**config.mk**
```make
export PLATFORM = sky130hd
export DESIGN_NAME = utf16_to_utf8_encoder_core
export DESIGN_NICKNAME = d
export VERILOG_FILES = /design/src/hdl/u16u8_pkg.sv /design/src/hdl/u16u8_front.sv /design/src/hdl/u16u8_fifo.sv /design/src/hdl/u16u8_back.sv /design/src/hdl/utf16_to_utf8_encoder_core.sv
export SDC_FILE = /design/constraint.sdc
export NUM_CORES = 1
export LEC_CHECK = 0
export BUFFER_PORTS_ARGS = -buffer_cell sky130_fd_sc_hd__buf_4
export CORE_AREA = 2 2 168 170
export DETAILED_ROUTE_END_ITERATION = 8
export DIE_AREA = 0 0 170 172
export PLACE_DENSITY_LB_ADDON = 0.1
export SLEW_MARGIN = 0
export SYNTH_ARGS = -nofsm -noshare
export SYNTH_HDL_FRONTEND = slang
export SYNTH_HIERARCHICAL = 1
export SYNTH_SLANG_ARGS = --single-unit
```
**constraint.sdc**
```tcl
create_clock -name i_clk -period 10.3 [get_ports i_clk]
set_input_delay 2.06 -clock i_clk [delete_from_list [all_inputs] [get_ports i_clk]]
set_output_delay 2.06 -clock i_clk [all_outputs]
set_load 0.005 [all_outputs]
```
**src/hdl/u16u8_pkg.sv**
```systemverilog
// Package for the UTF-16 to UTF-8 encoder: item and job types, queue depth,
// and the byte builder used by the back emitter.
// No dependencies.
`default_nettype none

package u16u8_pkg;

    // Default depth of the job queue between front and back (power of two, >= 2)
    localparam int QUEUE_DEPTH = 4;

    // One input item
    typedef struct packed {
        logic [15:0] code_unit;
        logic        string_end;
    } t_in_item;

    // One result item
    typedef struct packed {
        logic [7:0] out_byte;
        logic       last_of_item;
        logic       lone_surrogate;
    } t_out_item;

    // Main encoding form of a job
    typedef enum logic [2:0] {
        K_NONE,
        K_ONE,
        K_TWO,
        K_THREE,
        K_PAIR
    } t_kind;

    // Work descriptor handed from front to back
    typedef struct packed {
        logic        pre_lone;   // emit held high surrogate as flagged 3-byte form first
        logic [9:0]  pre_low10;  // low 10 bits of that held surrogate
        t_kind       kind;       // main encoding form
        logic        main_lone;  // main bytes belong to an unpaired surrogate
        logic [20:0] data;       // code unit, or code point for a pair
    } t_job;

    // Number of bytes of the main part
    function automatic logic [2:0] f_main_count(t_kind kind);
        logic [2:0] cnt;
        unique case (kind)
            K_ONE:   cnt = 3'd1;
            K_TWO:   cnt = 3'd2;
            K_THREE: cnt = 3'd3;
            K_PAIR:  cnt = 3'd4;
            default: cnt = 3'd0;
        endcase
        return cnt;
    endfunction

    // Byte number k of the main part
    function automatic logic [7:0] f_main_byte(t_kind kind, logic [20:0] d, logic [1:0] k);
        logic [7:0] b;
        b = 8'h00;
        unique case (kind)
            K_ONE: begin
                b = {1'b0, d[6:0]};
            end
            K_TWO: begin
                b = (k == 2'd0) ? {3'b110, d[10:6]} : {2'b10, d[5:0]};
            end
            K_THREE: begin
                case (k)
                    2'd0:    b = {4'b1110, d[15:12]};
                    2'd1:    b = {2'b10, d[11:6]};
                    default: b = {2'b10, d[5:0]};
                endcase
            end
            K_PAIR: begin
                case (k)
                    2'd0:    b = {5'b11110, d[20:18]};
                    2'd1:    b = {2'b10, d[17:12]};
                    2'd2:    b = {2'b10, d[11:6]};
                    default: b = {2'b10, d[5:0]};
                endcase
            end
            default: b = 8'h00;
        endcase
        return b;
    endfunction

endpackage

`default_nettype wire

```
**src/hdl/u16u8_front.sv**
```systemverilog
// Front classifier of the UTF-16 to UTF-8 encoder: accepts code units,
// tracks a held high surrogate and builds one job per item that makes bytes.
// Depends on u16u8_pkg.
`default_nettype none

module u16u8_front
    import u16u8_pkg::*;
(
    input  wire logic     i_clk,
    input  wire logic     i_rst_n,
    input  wire logic     i_valid,
    output logic          o_stall,
    input  wire t_in_item i_item,
    input  wire logic     i_full,
    output logic          o_push,
    output t_job          o_job
);

    logic       r_held_valid;
    logic [9:0] r_held_low;
    logic       n_held_valid;
    logic [9:0] n_held_low;

    logic        w_accept;
    logic [15:0] w_u;
    logic        w_is_high;
    logic        w_is_low;
    logic [20:0] w_cp;

    assign w_u       = i_item.code_unit;
    assign w_is_high = (w_u[15:10] == 6'b110110);
    assign w_is_low  = (w_u[15:10] == 6'b110111);
    assign w_cp      = 21'h10000 + {1'b0, r_held_low, w_u[9:0]};

    // Stall while the job queue has no room
    assign o_stall  = i_full;
    assign w_accept = i_valid && !i_full;

    // Classify the unit against the held surrogate
    always_comb begin
        o_job        = '0;
        o_job.kind   = K_NONE;
        n_held_valid = r_held_valid;
        n_held_low   = r_held_low;
        if (r_held_valid && w_is_low) begin
            o_job.kind   = K_PAIR;
            o_job.data   = w_cp;
            n_held_valid = 1'b0;
            n_held_low   = '0;
        end else begin
            o_job.pre_lone  = r_held_valid;
            o_job.pre_low10 = r_held_low;
            o_job.data      = {5'b0, w_u};
            n_held_valid    = 1'b0;
            n_held_low      = '0;
            if (w_u[15:7] == 9'd0) begin
                o_job.kind = K_ONE;
            end else if (w_u[15:11] == 5'd0) begin
                o_job.kind = K_TWO;
            end else if (w_is_high) begin
                if (i_item.string_end) begin
                    o_job.kind      = K_THREE;
                    o_job.main_lone = 1'b1;
                end else begin
                    n_held_valid = 1'b1;
                    n_held_low   = w_u[9:0];
                end
            end else begin
                o_job.kind      = K_THREE;
                o_job.main_lone = w_is_low;
            end
        end
    end

    // Queue a job only when the item makes bytes
    assign o_push = w_accept && (o_job.pre_lone || (o_job.kind != K_NONE));

    // Held surrogate state
    always_ff @(posedge i_clk) begin
        if (!i_rst_n) begin
            r_held_valid <= 1'b0;
            r_held_low   <= '0;
        end else if (w_accept) begin
            r_held_valid <= n_held_valid;
            r_held_low   <= n_held_low;
        end
    end

endmodule

`default_nettype wire

```
**src/hdl/u16u8_fifo.sv**
```systemverilog
// Short show-ahead job queue between front and back of the encoder.
// Depends on u16u8_pkg.
`default_nettype none

module u16u8_fifo
    import u16u8_pkg::*;
#(
    parameter int DEPTH = QUEUE_DEPTH
) (
    input  wire logic i_clk,
    input  wire logic i_rst_n,
    input  wire logic i_push,
    input  wire t_job i_job,
    input  wire logic i_pop,
    output t_job      o_job,
    output logic      o_full,
    output logic      o_empty
);

    localparam int AW = $clog2(DEPTH);

    t_job          r_slot [DEPTH];
    logic [AW-1:0] r_wr_ptr;
    logic [AW-1:0] r_rd_ptr;
    logic [AW:0]   r_count;

    assign o_full  = (r_count == (AW+1)'(DEPTH));
    assign o_empty = (r_count == '0);
    assign o_job   = r_slot[r_rd_ptr];

    // Store pushed jobs
    always_ff @(posedge i_clk) begin
        if (i_push) begin
            r_slot[r_wr_ptr] <= i_job;
        end
    end

    // Advance pointers and count
    always_ff @(posedge i_clk) begin
        if (!i_rst_n) begin
            r_wr_ptr <= '0;
            r_rd_ptr <= '0;
            r_count  <= '0;
        end else begin
            if (i_push) begin
                r_wr_ptr <= r_wr_ptr + 1'b1;
            end
            if (i_pop) begin
                r_rd_ptr <= r_rd_ptr + 1'b1;
            end
            if (i_push && !i_pop) begin
                r_count <= r_count + 1'b1;
            end else if (i_pop && !i_push) begin
                r_count <= r_count - 1'b1;
            end
        end
    end

endmodule

`default_nettype wire

```
**src/hdl/u16u8_back.sv**
```systemverilog
// Back emitter of the UTF-16 to UTF-8 encoder: walks the head job one byte
// per cycle into an output register while not stalled. Depends on u16u8_pkg.
`default_nettype none

module u16u8_back
    import u16u8_pkg::*;
(
    input  wire logic i_clk,
    input  wire logic i_rst_n,
    input  wire t_job i_job,
    input  wire logic i_empty,
    output logic      o_pop,
    output logic      o_valid,
    input  wire logic i_stall,
    output t_out_item o_item
);

    logic      r_valid;
    t_out_item r_item;
    logic [2:0] r_idx;

    logic       w_adv;
    logic       w_take;
    logic [2:0] w_total;
    logic       w_in_pre;
    logic [2:0] w_off;
    logic       w_last;
    t_out_item  n_item;

    // Byte count and position within the job
    assign w_total  = (i_job.pre_lone ? 3'd3 : 3'd0) + f_main_count(i_job.kind);
    assign w_in_pre = i_job.pre_lone && (r_idx < 3'd3);
    assign w_off    = i_job.pre_lone ? (r_idx - 3'd3) : r_idx;
    assign w_last   = (r_idx == (w_total - 3'd1));

    // Build the current byte
    always_comb begin
        n_item = '0;
        if (w_in_pre) begin
            n_item.out_byte = f_main_byte(K_THREE, {5'b0, 6'b110110, i_job.pre_low10},
                                          r_idx[1:0]);
            n_item.lone_surrogate = 1'b1;
        end else begin
            n_item.out_byte       = f_main_byte(i_job.kind, i_job.data, w_off[1:0]);
            n_item.lone_surrogate = i_job.main_lone;
        end
        n_item.last_of_item = w_last;
    end

    // Load the output register whenever it is free or being drained
    assign w_adv  = !r_valid || !i_stall;
    assign w_take = w_adv && !i_empty;
    assign o_pop  = w_take && w_last;

    always_ff @(posedge i_clk) begin
        if (!i_rst_n) begin
            r_valid <= 1'b0;
            r_idx   <= '0;
        end else begin
            if (w_adv) begin
                r_valid <= !i_empty;
            end
            if (w_take) begin
                r_idx <= w_last ? 3'd0 : (r_idx + 3'd1);
            end
        end
    end

    // Hold payload while stalled
    always_ff @(posedge i_clk) begin
        if (w_take) begin
            r_item <= n_item;
        end
    end

    assign o_valid = r_valid;
    assign o_item  = r_item;

endmodule

`default_nettype wire

```
**src/hdl/utf16_to_utf8_encoder_core.sv**
```systemverilog
// UTF-16 to UTF-8 encoder, top level.
// Input channel: i_valid / o_stall / i_item carry one UTF-16 code unit and an
// end-of-string mark per transfer. Output channel: o_valid / i_stall / o_item
// carry one UTF-8 byte per transfer, with a last-byte-of-item mark and a flag
// for bytes of an unpaired surrogate's 3-byte form.
// A high surrogate is held until the next unit; a following low surrogate
// makes one 4-byte sequence, anything else flushes it as a flagged 3-byte
// form first. A high surrogate arriving with the end mark is not held.
// With the queue empty and the output register free, a transferred item's
// job is written into the queue, and its first byte is then loaded into the
// output register. Throughput: one output byte per cycle while the output is
// not stalled, set by the single byte lane of the back emitter; an item makes
// 0 to 6 bytes (normally 1 to 4), and items producing no byte queue no job.
// The front accepts a unit every cycle while the job queue (QDEPTH entries)
// has room; o_stall rises when it is full.
// A stall on the output holds the byte register and backs up the queue; the
// front keeps taking items until the queue fills.
// Reset (synchronous, active low) empties the queue and the output register
// and drops any held surrogate.
// Depends on u16u8_pkg, u16u8_front, u16u8_fifo, u16u8_back.
`default_nettype none

module utf16_to_utf8_encoder_core
    import u16u8_pkg::*;
#(
    parameter int QDEPTH = QUEUE_DEPTH
) (
    input  wire logic     i_clk,
    input  wire logic     i_rst_n,
    input  wire logic     i_valid,
    output logic          o_stall,
    input  wire t_in_item i_item,
    output logic          o_valid,
    input  wire logic     i_stall,
    output t_out_item     o_item
);

    logic w_push;
    logic w_pop;
    logic w_full;
    logic w_empty;
    t_job w_job_in;
    t_job w_job_out;

    u16u8_front u_front (
        .i_clk   (i_clk),
        .i_rst_n (i_rst_n),
        .i_valid (i_valid),
        .o_stall (o_stall),
        .i_item  (i_item),
        .i_full  (w_full),
        .o_push  (w_push),
        .o_job   (w_job_in)
    );

    u16u8_fifo #(
        .DEPTH (QDEPTH)
    ) u_fifo (
        .i_clk   (i_clk),
        .i_rst_n (i_rst_n),
        .i_push  (w_push),
        .i_job   (w_job_in),
        .i_pop   (w_pop),
        .o_job   (w_job_out),
        .o_full  (w_full),
        .o_empty (w_empty)
    );

    u16u8_back u_back (
        .i_clk   (i_clk),
        .i_rst_n (i_rst_n),
        .i_job   (w_job_out),
        .i_empty (w_empty),
        .o_pop   (w_pop),
        .o_valid (o_valid),
        .i_stall (i_stall),
        .o_item  (o_item)
    );

    // Never push into a full queue
    a_no_overflow: assert property (@(posedge i_clk) disable iff (!i_rst_n)
        w_push |-> !w_full)
        else $error("job pushed into full queue");

    // Never pop an empty queue
    a_no_underflow: assert property (@(posedge i_clk) disable iff (!i_rst_n)
        w_pop |-> !w_empty)
        else $error("job popped from empty queue");

    // A push without a pop leaves work queued
    a_push_visible: assert property (@(posedge i_clk) disable iff (!i_rst_n)
        (w_push && !w_pop) |=> !w_empty)
        else $error("pushed job lost");

    // A popped job's last byte enters the output register
    a_pop_last: assert property (@(posedge i_clk) disable iff (!i_rst_n)
        w_pop |=> (o_valid && o_item.last_of_item))
        else $error("job retired without final byte");

endmodule

`default_nettype wire
```
==> results of run 1 <==
==> worst min-delay path: stages (launching register included) <==
cell and delay (ps):
dfxtp_1 320, nand2_1 50, a21oi_1 50
==> power by group <==
| part | internal [mW] | leakage (nW) | switching, mW |
|---|---|---|---|
| Combinational | 0.211 | 1.04 | 0.304 |
| Sequential | 0.890 | 1.65 | 0.0447 |
| Clock | 0.367 | 0.287 | 0.289 |
==> metrics by stage <==
| step | utilization | worst slack (ps) | power, mW | instance area [sq um] | hold WS [ps] |
|---|---|---|---|---|---|
| 3_5_place_dp | 0.305 | 5330 | 1.47 | 8380 | 468 |
| 4_1_cts | 0.327 | 5290 | 2.13 | 8970 | 478 |
| 3_3_place_gp | 0.305 | 5450 | 1.46 | 8380 | 460 |
| 5_1_grt | 0.327 | 4980 | 2.21 | 8970 | 514 |
| 6_report | 0.327 | 5350 | 2.11 | 8970 | 472 |
| 2_1_floorplan | - | 6090 | 1.29 | 7890 | 442 |
==> state kept, by name (all words and copies together), names as in the netlist, named ones only <==
signal	count
u_back/o_item	10
u_fifo/r_wr_ptr	2
u_front/r_held_valid	1
u_fifo/r_count	3
u_front/r_held_low	10
u_back/o_valid	1
u_back/r_idx	3
u_fifo/r_rd_ptr	2
u_fifo/r_slot	144
==> synth_stat cells (7+ instances only) <==
cell type  count  area [sq um]
a22oi_1        7          52.6
mux4_2        30           676
a22o_1        11          96.3
xnor2_1        8          70.1
dfxtp_1       24           480
nor2_1        18          67.6
inv_1         17          63.8
buf_2         12          60.1
a21oi_1        8          40.0
and2_1        21           131
nand2_1       12          45.0
edfxtp_1     154          4620
o221ai_1       9          78.8
nor3_1        10          50.1
xor2_1         7          61.3
nand3_1        8          40.0
o21ai_0       14          70.1
buf_4         12          90.1
ha_1          12           150
==> kinds of logic (layout without fill, tap and decap cells) <==
group	after synthesis	count (layout)
flip-flops	178	178
AND/OR/NAND/NOR	100	100
AO/OA/AOI/OAI	88	88
buffers and inverters	53	91
multiplexers	45	45
XOR/XNOR	16	16
adder cells (fa/ha/maj)	13	13
==> path summary, 6_finish.rpt <==
path | slack (ps) | start | end
min reg2reg | 470 | u_back/o_valid$_SDFFE_PN0N_ | u_back/o_valid$_SDFFE_PN0N_
max | 5350 | register | u_fifo/r_count[2]$_SDFFE_PN0P_
min | 470 | u_back/o_valid$_SDFFE_PN0N_ | u_back/o_valid$_SDFFE_PN0N_
max reg2reg | 5350 | register | u_fifo/r_count[2]$_SDFFE_PN0P_
==> layout make-up <==
class / instances / share of cell area
sequential: 178 / 0.569
multi-input combinational: 262 / 0.275
tap: 346 / 0.0482
clock buffer: 18 / 0.0478
timing repair buffer: 39 / 0.0326
clock inverter: 14 / 0.0187
inverter: 20 / 0.00837
==> metal layers <==
| layer | global-route usage | part of all wire | wire length [microns] |
|---|---|---|---|
| met1 | 0.189 | 0.47 | 8920 |
| met2 | 0.213 | 0.46 | 8720 |
| met3 | 0.0320 | 0.054 | 1020 |
| met4 | 0.0398 | 0.017 | 322 |
| met5 | 0 | 0 | 0 |
==> metrics, run 1 <==
Crit path required time between 10000 and 15000 ps; Seq/Total Area, Yosys 0.647; vias per std cell roughly 5; 1st-iter DRT viols around 350; final setup TNS 0 ps; most frequent cells in the layout edfxtp_1, buf_4, mux4_2; pwr/cell area 235 nW/um^2; number of max-cap violations 0; FF+latch count, synth between 150 and 200; Critical Path Slowest Stage Cell mux4_1; clock transition at the registers of the reported paths around 70 ps; Reg2Reg Depth 18; TritonCTS clock tree yes; All-Layer GR Usage 0.136; # nets final 552; largest family of logic cells by synthesized area multiplexers; Main synth FF type edfxtp_1; Mapped Nets around 530; Chip Width between 150 and 200 microns; xor and xnor area share after synthesis 0.0187; Final period util 0.481; Ports 33; WL per Instance ~22 microns; Resize count post-CTS 0; core area 27500 sq um; Final Skew roughly 13 ps; Pleak 2.98 nW; HPWL after DPL approximately 12 mm; Initial DRT Pass Iterations 5; Cell Count, Final, Fillers Out approximately 880; syn avg cell area ~16 sq um; adder-cell share of the synthesized area 0.0216; Synth cell types between 50 and 60; Hold Path Class register to register; Post-Syn Instances just under 500; FP Rows 61; crit path launch type register; DR vias between 4000 and 5000; Slew headroom 0.176; Yosys warning total 6; crit-path leading delay family buffers and inverters; number of global-route vias before repair ~4400; CP Capture Type register; # diodes 0; Storage cell area 5110 sq um; final hold vios 0; maximum clock frequency around 200 MHz; I/O Buffers 32; # clock sinks between 150 and 200; Compound-Gate Fraction of Synth Area 0.0805; EDFF count, synth ~150; fraction of registers with async set/reset 0; final setup violation count 0; Peak VDD IR 0.000101 V; postcts setup bufs 0; crit path buf inv count 5; die area approximately 29000 sq um; hold_buf cts 0; gr ovfl total 0; crit path time final around 5000 ps; WHS Path Cells 2; proportion of layout cells with a drive suffix above 1 0.222; Crit path largest cell delay between 1000 and 1500 ps; Die H 172 microns; gpl congestion 0.835; clock root buffer clkbuf_16; CP Max Fanout 36; first-pass GRT wire length about 28 mm; Final Max Slew Viols 0; Crit Path Class register to register; Routed WL about 19 mm; # DRC 0; slew of the pin with the lowest slew margin around 1200 ps; commonest non-fill, non-tap cell in the layout edfxtp_1; CP arrival ~5300 ps; status completed; Area Growth Syn to Fin 13.7%; ANT nets after route 0; RSZ-0062 raised after global routing false; footprint of the multi-input gates roughly 2500 sq um; H-tree levels 4; largest net degree at the start of global routing 37; crit-path most repeated cell inv_1; Worst path depth 18; FILL cells roughly 2700; CTS max path bufs 2; mapped cell area 7890 sq um; CTS Buf Count 17; mux contribution to synthesized area 0.119; initial antenna violation count 2; Synth Area in Simple Gates 0.0713; cells along the critical path buf_4, mux4_1, inv_1, ha_1, inv_1, ha_1, xor2_1, xnor2_1, xnor2_1, nor3_2, and2_1, inv_1, ha_1, inv_1, fa_1, xor2_1, or3_1, a21boi_0; Placed Cells incl. Taps ~850; Clk Latency, worst-skew pair 430 ps; Initial Utilization 0.287
(Power assumes the default switching activity.)
==> run 2: changes to the inputs <==
==> constraint.sdc (replaced) <==
create_clock -name i_clk -period 4.9 [get_ports i_clk]
set_input_delay 0.98 -clock i_clk [delete_from_list [all_inputs] [get_ports i_clk]]
set_output_delay 0.98 -clock i_clk [all_outputs]
set_load 0.005 [all_outputs]
==> run 2 against run 1 <==
Against the previous run:
- first-iteration DRC count is 4.5% higher
- maximum frequency is 21% higher
- clock skew is 1.5 ps higher
- sequential power is 110% higher
- register-to-register slack worse by 4500 ps
- cell area is 0.25% higher
- via count is 0.45% higher
- cell count is 0.57% higher
- combinational power is 120% higher
- sequential share of layout area is 0.14 points lower
- critical path depth stayed put
- worst hold slack better by 3.1 ps
- critical path type unchanged
- critical endpoint unchanged
==> metrics, run 2 (synthesis results as in run 1) <==
Ports 33; Final period util 0.833; CTS max path bufs 2; Final Max Slew Viols 0; core area around 27000 sq um; gr ovfl total 0; Routed WL 19.7 mm; proportion of layout cells with a drive suffix above 1 0.229; final setup margin approximately 820 ps; CP Max Fanout 10; # DRC 0; # nets final 557; Crit path largest cell delay 600 ps; commonest non-fill, non-tap cell in the layout edfxtp_1; All-Layer GR Usage 0.140; clock root buffer clkbuf_16; hold_buf cts 0; I/O Buffers 32; HPWL after DPL 12.9 mm; Hold Path Class register to register; gpl congestion a little over 0.8; M1 GR Usage 0.193; Crit path required time roughly 5200 ps; Clk Latency, worst-skew pair around 430 ps; pwr/cell area a little under 500 nW/um^2; final hold vios 0; number of max-cap violations 0; status completed; cells along the critical path buf_4, mux4_1, inv_1, ha_1, inv_1, ha_1, xor2_1, xnor2_1, xnor2_1, nor3_2, and2_1, inv_1, ha_1, inv_1, fa_1, xor2_1, or3_1, a21boi_0; met2 global-route usage 0.227; Pleak about 3 nW; WL per Instance roughly 22 microns; max reg flops about 140; crit path time final between 4000 and 5000 ps; H-tree levels 4; die area approximately 29000 sq um; Initial Utilization 0.287; Slew headroom 0.478; initial antenna violation count 1; slew of the pin with the lowest slew margin between 700 and 800 ps; Chip Width around 170 microns; maximum clock frequency ~240 MHz; Final Skew roughly 15 ps; GR peak layer met2; Die H roughly 170 microns; largest net degree at the start of global routing 37; number of global-route vias before repair between 4000 and 5000; Crit Path Class register to register; postcts setup bufs 0; clock transition at the registers of the reported paths roughly 70 ps; Peak VDD IR about 0.00023 V; Hold Crit Start u_back/o_valid$_SDFFE_PN0N_; most frequent cells in the layout edfxtp_1, buf_4, mux4_2; # diodes 0; # clock sinks about 180; 1st-iter DRT viols 370; RSZ-0062 raised after global routing false; crit-path most repeated cell inv_1; Area Growth Syn to Fin 14.0%; DR vias about 4400; Critical Path Slowest Stage Cell mux4_1; FP Rows 61; final setup TNS 0 ps; CTS Buf Count 17; CP arrival between 4000 and 5000 ps; Resize count post-CTS 0; crit path launch type register; first-pass GRT wire length just under 30 mm; met3 GRT Util 0.0270; CP Capture Type register; final setup violation count 0; TritonCTS clock tree yes; vias per std cell around 5; ANT nets after route 0; Most flops, register u_fifo/r_slot; Initial DRT Pass Iterations 5; pre-CTS setup slack 813 ps
-- run 2: path summary, 6_finish.rpt --
path              slack (ps)                             end  cells past startpoint
setup / recovery         820  u_fifo/r_count[2]$_SDFFE_PN0P_                     18
hold reg to reg          480     u_back/o_valid$_SDFFE_PN0N_                      2
setup reg to reg         820  u_fifo/r_count[2]$_SDFFE_PN0P_                     18
hold / removal           480     u_back/o_valid$_SDFFE_PN0N_                      2
-- run 2: area by class of cell --
type / instances / area [sq um]
clock buffers: 21 / 460
clock inverters: 11 / 121
fillers: 2647 / 18500
inverters: 20 / 75.1
multi-input cells: 262 / 2470
flip-flops and latches: 178 / 5110
well taps: 346 / 433
repair buffers: 44 / 330
-- run 2: critical path: cells and delay by family (launching register included) --
kind | cells | cell delay [ps]
compound gates | 1 | 190
flops | 1 | 390
mux | 1 | 600
simple gates | 3 | 600
buf+inv | 5 | 620
fa+ha+maj | 4 | 940
xor+xnor | 4 | 640
-- run 2: metrics by stage --
stage / area [sq um] / cells / power [mW] / utilization / hold WS, ps
after global placement: 8410 / 850 / 3.09 / 0.306 / 459
after global routing: 9000 / 882 / 4.63 / 0.327 / 504
final: 9000 / 882 / 4.41 / 0.327 / 476
after detailed placement: 8410 / 850 / 3.11 / 0.306 / 463
after CTS: 9000 / 882 / 4.46 / 0.327 / 480
after floorplan: 7890 / 493 / 2.72 / - / 442
-- run 2: layer usage --
metal / vias up / wire length, microns
met5: - / 0
li1: 1997 / -
met4: 0 / 267
met2: 111 / 9310
met1: 2299 / 9190
met3: 17 / 885
-- run 2: report_power, final --
group	leakage (nW)	total [mW]	switching [mW]	internal (mW)
sequential	1.65	1.95	0.0750	1.87
clock	0.283	1.34	0.596	0.743
combinational	1.07	1.12	0.670	0.451
total	3.00	4.41	1.34	3.07
==> run 3: changes to the inputs <==
==> constraint.sdc (replaced) <==
create_clock -name i_clk -period 3.6 [get_ports i_clk]
set_input_delay 0.72 -clock i_clk [delete_from_list [all_inputs] [get_ports i_clk]]
set_output_delay 0.72 -clock i_clk [all_outputs]
set_load 0.005 [all_outputs]
==> run 3 against run 2 <==
Against the previous run:
- largest power group unchanged
- critical endpoint unchanged
- critical path depth did not move
- cell count rose by 1.8%
- flip-flop and latch count did not move
- clock power rose by 52%
- register-to-register slack got worse by 790 ps
- combinational power rose by 44%
- critical path type unchanged
==> metrics, run 3 (synthesis results as in run 1) <==
status completed; FILL cells 2680; Finished Core Util 0.336; CTS Buf Count 17; final setup violation count 0; initial antenna violation count 0; CP arrival roughly 3900 ps; max reg flops 144; clock root buffer clkbuf_16; # nets final about 570; Peak VDD IR just over 0.0003 V; All-Layer GR Usage 0.140; most frequent cells in the layout edfxtp_1, buf_4, mux4_2; RSZ-0062 raised after global routing true; Placed Cells incl. Taps 864; CP Capture Type register; Final period util 0.991; number of global-route vias before repair ~4500; clock transition at the registers of the reported paths 70 ps; CP Max Fanout 5; maximum clock frequency between 200 and 300 MHz; Final Skew between 10 and 15 ps; core area 27500 sq um; Crit Path Class register to register; Most flops, register u_fifo/r_slot; FP Rows 61; gr ovfl total 0; Hold Path Class register to register; # DRC 0; footprint of the multi-input gates between 2000 and 3000 sq um; Critical Path Slowest Stage Cell mux4_2; HPWL after DPL approximately 13 mm; crit path launch type register; CTS max path bufs 2; Pleak roughly 3.1 nW; pre-CTS setup slack -41.0 ps; largest net degree at the start of global routing 37; R2R setup slack approximately 33 ps; 1st-iter DRT viols between 300 and 400; Die H ~170 microns; I/O Buffers 32; Chip Width approximately 170 microns; # diodes 0; commonest non-fill, non-tap cell in the layout edfxtp_1; DR vias between 4000 and 5000; die area a little under 30000 sq um; gpl congestion 0.829; Ports 33; first-pass GRT wire length 29.2 mm; WL per Instance 21.6 microns; # clock sinks around 180; Initial Utilization 0.287; crit-path leading delay family adder cells; proportion of layout cells with a drive suffix above 1 0.270; number of max-cap violations 0; Routed WL about 19 mm; Slew headroom 0.462; crit path buf inv count 4; Crit path largest cell delay 510 ps; H-tree levels 4; cells along the critical path mux4_2, and2b_1, inv_2, ha_4, inv_2, ha_4, xor2_1, xnor2_1, xnor2_1, nor3_2, and2_4, inv_4, ha_4, inv_2, fa_2, xor2_1, or3_1, a21boi_1; final setup margin 33.1 ps; Storage cell area around 5000 sq um; Final Max Slew Viols 0; pwr/cell area roughly 680 nW/um^2; vias per std cell 4.91; hold_buf cts 0; ANT nets after route 0; Cell Count, Final, Fillers Out about 900; Crit path required time between 3000 and 4000 ps; Area Growth Syn to Fin 17.1%; TritonCTS clock tree yes; slew of the pin with the lowest slew margin 801 ps; final hold vios 0; Clk Latency, worst-skew pair ~440 ps; Initial DRT Pass Iterations 5; crit path time final between 3000 and 4000 ps
[run 3: cell types whose count changed in the layout (fill, tap and decap cells not counted), moves of 2 or more]
cell / previous run / this run
buf_4: 44 / 60
bufinv_16: 1 / 3
clkbuf_1: 2 / 0
clkbuf_8: 2 / 0
clkinv_8: 0 / 2
ha_1: 12 / 9
ha_4: 0 / 3
inv_1: 17 / 14
inv_2: 3 / 5
inv_8: 2 / 4
[run 3: worst paths after layout]
kind	from	end	cells after the start
max	register	u_fifo/r_count[2]$_SDFFE_PN0P_	18
min	u_front/r_held_low[0]$_SDFFE_PN0P_	u_front/r_held_low[0]$_SDFFE_PN0P_	1
max reg2reg	register	u_fifo/r_count[2]$_SDFFE_PN0P_	18
min reg2reg	u_front/r_held_low[0]$_SDFFE_PN0P_	u_front/r_held_low[0]$_SDFFE_PN0P_	1
[run 3: power breakdown]
part	leakage [nW]	switching (mW)	internal, mW	total [mW]
registers	1.65	0.0885	2.55	2.63
logic	1.15	0.923	0.685	1.61
clock network	0.324	0.870	1.17	2.04
[run 3: metal layers]
layer	part of all wire	up-vias	routed length, microns	GRT usage
met4	0.0056	0	108	0.0260
met2	0.47	83	9120	0.225
met5	0	-	0	0
met1	0.48	2287	9410	0.196
li1	-	2032	-	-
met3	0.040	6	769	0.0332
[run 3: cell type report]
| cell class | count | share of cell area |
|---|---|---|
| clock inverters | 14 | 0.0229 |
| multi-input cells | 262 | 0.272 |
| repair buffers | 60 | 0.0487 |
| inverters | 20 | 0.00839 |
| well taps | 346 | 0.0468 |
| clock buffers | 18 | 0.0487 |
| flip-flops and latches | 178 | 0.553 |
[run 3: what timing repair did]
item                                    4_1_cts  5_1_grt
gates cloned                                  0        0
pin swaps                                     2        2
endpoints found under the setup margin        1        1
setup buffers                                 0        2
resized for setup                             1        1
[run 3: worst register-to-register path: stages, from the launching register on]
cell and delay, ps:
dfxtp_4 380, mux4_2 510, and2b_1 240, inv_2 60, ha_4 260, inv_2 40, ha_4 140, xor2_1 160
xnor2_1 180, xnor2_1 160, nor3_2 70, and2_4 180, inv_4 50, ha_4 120, inv_2 40, fa_2 350
xor2_1 150, or3_1 300, a21boi_1 120
[run 3: per-stage QoR]
stage	hold WS [ps]	instance area, sq um	power, mW	TNS [ps]
6_report	479	9240	6.29	0
5_1_grt	499	9240	6.62	-137
4_1_cts	486	9230	6.36	0
3_5_place_dp	467	8560	4.31	-41.0
3_3_place_gp	463	8560	4.29	0
2_1_floorplan	442	7940	3.74	-296
